$ cat config.mk
export PLATFORM = sky130hd
export DESIGN_NAME = pli_front
export DESIGN_NICKNAME = d
export VERILOG_FILES = /design/src/rtl/core/piecewise_linear_interpolator_unit_assert.svh /design/src/rtl/core/pli_pkg.sv /design/src/rtl/core/pli_front.sv
export SDC_FILE = /design/constraint.sdc
export NUM_CORES = 1
export LEC_CHECK = 0
export BUFFER_PORTS_ARGS = -buffer_cell sky130_fd_sc_hd__buf_2
export CAP_MARGIN = 20
export CORE_MARGIN = 4
export CORE_UTILIZATION = 55
export CTS_CLUSTER_SIZE = 12
export DETAILED_ROUTE_END_ITERATION = 16
export PLACE_DENSITY = 0.83
export SYNTH_ARGS = -nofsm -noshare
export SYNTH_HDL_FRONTEND = slang
export SYNTH_SLANG_ARGS = --single-unit
$ cat constraint.sdc
create_clock -name clock -period 9.65 [get_ports clock]
set_input_delay 0.4825 -clock clock [delete_from_list [all_inputs] [get_ports clock]]
set_output_delay 0.4825 -clock clock [all_outputs]
set_load 0.05 [all_outputs]
$ cat src/rtl/core/piecewise_linear_interpolator_unit_assert.svh
// ----------------------------------------------------------------------------
// Assertion macros for the piecewise linear interpolator
// Shared concurrent assertion forms used at the end of the top level.
// ----------------------------------------------------------------------------
`ifndef PIECEWISE_LINEAR_INTERPOLATOR_UNIT_ASSERT_SVH
`define PIECEWISE_LINEAR_INTERPOLATOR_UNIT_ASSERT_SVH

// implication checked every clock, off during reset
`define PLI_ASSERT_IMP(lbl, clk, rst, pre, post, msg) \
   lbl: assert property (@(posedge clk) disable iff (rst) (pre) |-> (post)) \
      else $error(msg);

// next-cycle implication, off during reset
`define PLI_ASSERT_NEXT(lbl, clk, rst, pre, post, msg) \
   lbl: assert property (@(posedge clk) disable iff (rst) (pre) |=> (post)) \
      else $error(msg);

`endif

$ cat src/rtl/core/pli_pkg.sv
// ----------------------------------------------------------------------------
// Piecewise linear interpolator package
// Shared widths, status codes and the front-to-back queue entry type.
// ----------------------------------------------------------------------------
package pli_pkg;
   localparam int MaxKeysDefault = 64;
   localparam int DataW          = 32;
   localparam int CountW         = 7;
   localparam int IndexW         = 6;
   localparam int ReqW           = 104;
   localparam int RspW           = 40;

   typedef enum logic [1:0] {
      ST_INTERP    = 2'd0,
      ST_CLAMP_LO  = 2'd1,
      ST_CLAMP_HI  = 2'd2,
      ST_HELD      = 2'd3
   } status_type;

   typedef enum logic {
      CMD_EVAL = 1'b0,
      CMD_LOAD = 1'b1
   } cmd_type;

   typedef struct packed {
      cmd_type                  cmd;
      logic [IndexW-1:0]        idx;
      logic signed [DataW-1:0]  key;
      logic signed [DataW-1:0]  value;
      logic signed [DataW-1:0]  x;
   } job_type;
endpackage

$ cat src/rtl/core/pli_front.sv
// ----------------------------------------------------------------------------
// Interpolator front end
// Accepts request transfers, unpacks them and queues them for the back end.
// ----------------------------------------------------------------------------
module pli_front (
   input  logic                   clock,
   input  logic                   reset,
   input  logic                   req_tvalid,
   output logic                   req_tready,
   input  logic [pli_pkg::ReqW-1:0] req_tdata, // entry_index,key,value,fraction
   input  logic                   req_tuser,    // cmd
   output logic                   job_valid,
   input  logic                   job_ready,
   output pli_pkg::job_type       job
);
   import pli_pkg::*;

   job_type     q_ff [2];
   logic        wp_ff, wp_in, rp_ff, rp_in;
   logic [1:0]  cnt_ff, cnt_in;
   logic        push, pop;

   assign req_tready = (cnt_ff != 2'd2);
   assign job_valid  = (cnt_ff != 2'd0);
   assign job        = q_ff[rp_ff];
   assign push       = req_tvalid && req_tready;
   assign pop        = job_valid && job_ready;

   always_comb begin
      wp_in  = push ? ~wp_ff : wp_ff;
      rp_in  = pop ? ~rp_ff : rp_ff;
      cnt_in = cnt_ff + {1'b0, push} - {1'b0, pop};
   end

   always_ff @(posedge clock) begin
      if (reset) begin
         wp_ff  <= 1'b0;
         rp_ff  <= 1'b0;
         cnt_ff <= 2'd0;
      end else begin
         wp_ff  <= wp_in;
         rp_ff  <= rp_in;
         cnt_ff <= cnt_in;
      end
   end

   always_ff @(posedge clock) begin
      if (push) begin
         q_ff[wp_ff] <= '{cmd:   cmd_type'(req_tuser),
                          idx:   req_tdata[5:0],
                          key:   req_tdata[37:6],
                          value: req_tdata[69:38],
                          x:     req_tdata[101:70]};
      end
   end
endmodule

==> summary.md <==
| Metric | Value |
|---|---|
| CTS Hold Buffers Added | 0 |
| Pint | 1.86 mW |
| P&R area growth vs syn | 24.3% |
| Synth warn | 0 |
| Io pins | 214 |
| Register bit total from synthesis | 211 |
| Routed WL | 13900 um |
| Gpl congestion | 0.731 |
| Row count | 42 |
| DIE HEIGHT | 126 um |
| Final Setup Violations | 0 |
| Post-synthesis simple-gate area fraction | 0.701% |
| Port bufs | 211 |
| Overflow after GRT | 0 |
| CTS HTree Levels | 1 |
| Mux share of post-synthesis cell area | 15.3% |
| CTS Buf Count | 22 |
| Die width | 126 um |
| Mean Syn Cell Area | 22.3 um^2 |
| Final Util | 70.9% |
| Root buffer cell | clkbuf_16 |
| Worst Tran Pin Value | 0.960 ns |
| Critical Path End Type | output pin |
| Layout cells sized above 1 | 59.6% |
| Largest fanout on the critical path | 61 |
| Most common cell after layout, fill and taps aside | buf_2 |
| Worst Setup Start Kind | flip-flop |
| Post-Synthesis Cells | 344 |
| Worst skew pair latency | 0.48 ns |
| Remaining antenna violation count after routing | 0 |
| Mapped Area | 7670 um^2 |
| Tmin final | 3.08 ns |
| Initial core utilization | 57.0% |
| Sw Share | 35.9% |
| Net count, final | 682 |
| Net Sw Power | 1.04 mW |
| Hold WC Path Type | input pin to flip-flop |
| Vias per cell | 5.10 |
| GRT Util Overall | 17.0% |
| Max-slew headroom | 35.9% |
| RSZ-0062 raised after global routing | false |
| Final hold vios | 0 |
| Core area | 13500 um^2 |
| Sinks on Clock Net | 211 |
| Pleak | 3.57 nW |
| Clk slew on worst S/H paths | 0.06 ns |
| Initial antenna violation count | 0 |
| Max_cap viols | 0 |
| Peak supply drop | 0.214 mV |
| Sequential fraction of the synthesis area | 81.9% |
| Cell Pwr Density | 304 nW/um^2 |
| Max Slew Vio Count | 0 |
| Global-route wire length before repair | 21600 um |
| DP HPWL | 9300 um |
| Post-CTS setup buffer count | 0 |
| Main combinational cell family by area after synthesis | multiplexers |
| Area share of fa/ha/maj cells after synthesis | 0.326% |
| DR pass1 iterations | 4 |
| Final worst-path cycle share | 31.9% |
| Sequential power share | 41.6% |
| Status | completed |
| Clock power frac | 25.8% |
| Max Freq | 0.325 GHz |
| Largest net degree at the start of global routing | 72 |
| Via count | 3878 |
| Synth Area in Compound Gates | 0.0978% |
| DRC errors left | 0 |
| Post-synth cell types | 17 |
| Logic pwr share | 32.6% |
| Initial DRC count | 154 |
| Setup TNS | 0 ns |
| Worst Path Class, Setup | flip-flop to output pin |
| Antenna cells | 0 |
| CTS tree | yes |
| Most frequent cells in the layout | 211 x buf_2, 206 x edfxtp_1, 104 x mux2_2 |
| Post-CTS Resized | 0 |
| Synth Net Count | 455 |
| Crit path arrival time | 2.59 ns |
| XOR/XNOR Fraction of Synth Area | 0.342% |
| Avg WL per Cell | 18.3 um |
| Die area | 15900 um^2 |
| CTS Buffer Depth | 3 |
| Critical Path RT | 9.17 ns |
| Fin Clk Skew | 0.0126 ns |
| Vias in the first global route | 4290 |
## state kept, by name, summed over array words and instances, names as in the netlist, named ones only
signal,flops
q_ff,206
cnt_ff,2
rp_ff,1
wp_ff,1
## power by group through the flow
stage	Clock [mW]	Sequential, mW	Combinational [mW]
3_5_place_dp	0	1.22	0.953
5_1_grt	0.815	1.22	0.988
6_report	0.749	1.20	0.945
2_1_floorplan	0	1.21	0.786
3_3_place_gp	0	1.21	0.942
4_1_cts	0.769	1.21	0.957
## critical path, cell delays in order, from the launching register on
cell     delay (ns)
dfxtp_4        0.72
buf_4          0.74
mux2_2         0.42
buf_2          0.22
## routing by layer
layer | track usage (%) | vias to the layer above | share of wire, %
met5 | 0 | - | 0
met4 | 4.35 | 0 | 1.4
met3 | 5.55 | 16 | 9.7
met2 | 30.1 | 153 | 52
met1 | 20.1 | 1891 | 37
li1 | - | 1818 | -
## cell type report
cell class / instances / area [um^2]
Sequential cell: 211 / 6290
Timing Repair Buffer: 214 / 1080
Tap cell: 176 / 220
Inverter: 1 / 3.75
Clock buffer: 31 / 626
Fill cell: 869 / 3920
Clock inverter: 6 / 23.8
Multi-Input combinational cell: 121 / 1300
## cell families (layout without fill, tap and decap cells)
logic type	count (synthesis)	after routing
AOI/OAI and AO/OA	1	1
xor gates and xnor gates	3	3
adders and majority gates	2	2
buffers and inverters	12	252
DFF	211	211
muxes	104	104
and+or+nand+nor	11	11
## cell usage after synthesis
cell type	number	area [um^2]
edfxtp_1	206	6190
mux2_2	104	1170
buf_6	7	78.8
dfxtp_1	5	100
nor2_1	5	18.8
buf_2	3	15.0
ha_1	2	25.0
nor2b_1	2	12.5
xnor2_1	2	17.5
and3_1	1	6.26
buf_4	1	7.51
inv_1	1	3.75
nand2_1	1	3.75
nand2b_1	1	6.26
o21a_1	1	7.51
or2_2	1	6.26
xor2_1	1	8.76
## metrics by stage
stage                     instances  total power [mW]  hold WS (ns)  worst slack (ns)  area [um^2]
after global routing            760              3.02         0.165              6.40         9540
after floorplan                 344              1.99         0.481              3.79         7670
after detailed placement        723              2.18         0.516              6.85         8890
after global placement          723              2.16         0.494              6.92         8890
after CTS                       760              2.93         0.170              6.51         9540
final                           760              2.90         0.189              6.57         9540
## worst paths after layout
path            startpoint           to  slack, ns  cells past startpoint
min reg2reg          rp_ff    flip-flop       0.53                      2
max              flip-flop      job[17]       6.57                      3
max reg2reg      cnt_ff[0]  q_ff[0][13]       6.92                      4
min          req_tdata[88]  q_ff[1][18]       0.19                      1
Note: power is estimated with default switching activity, not from simulation.
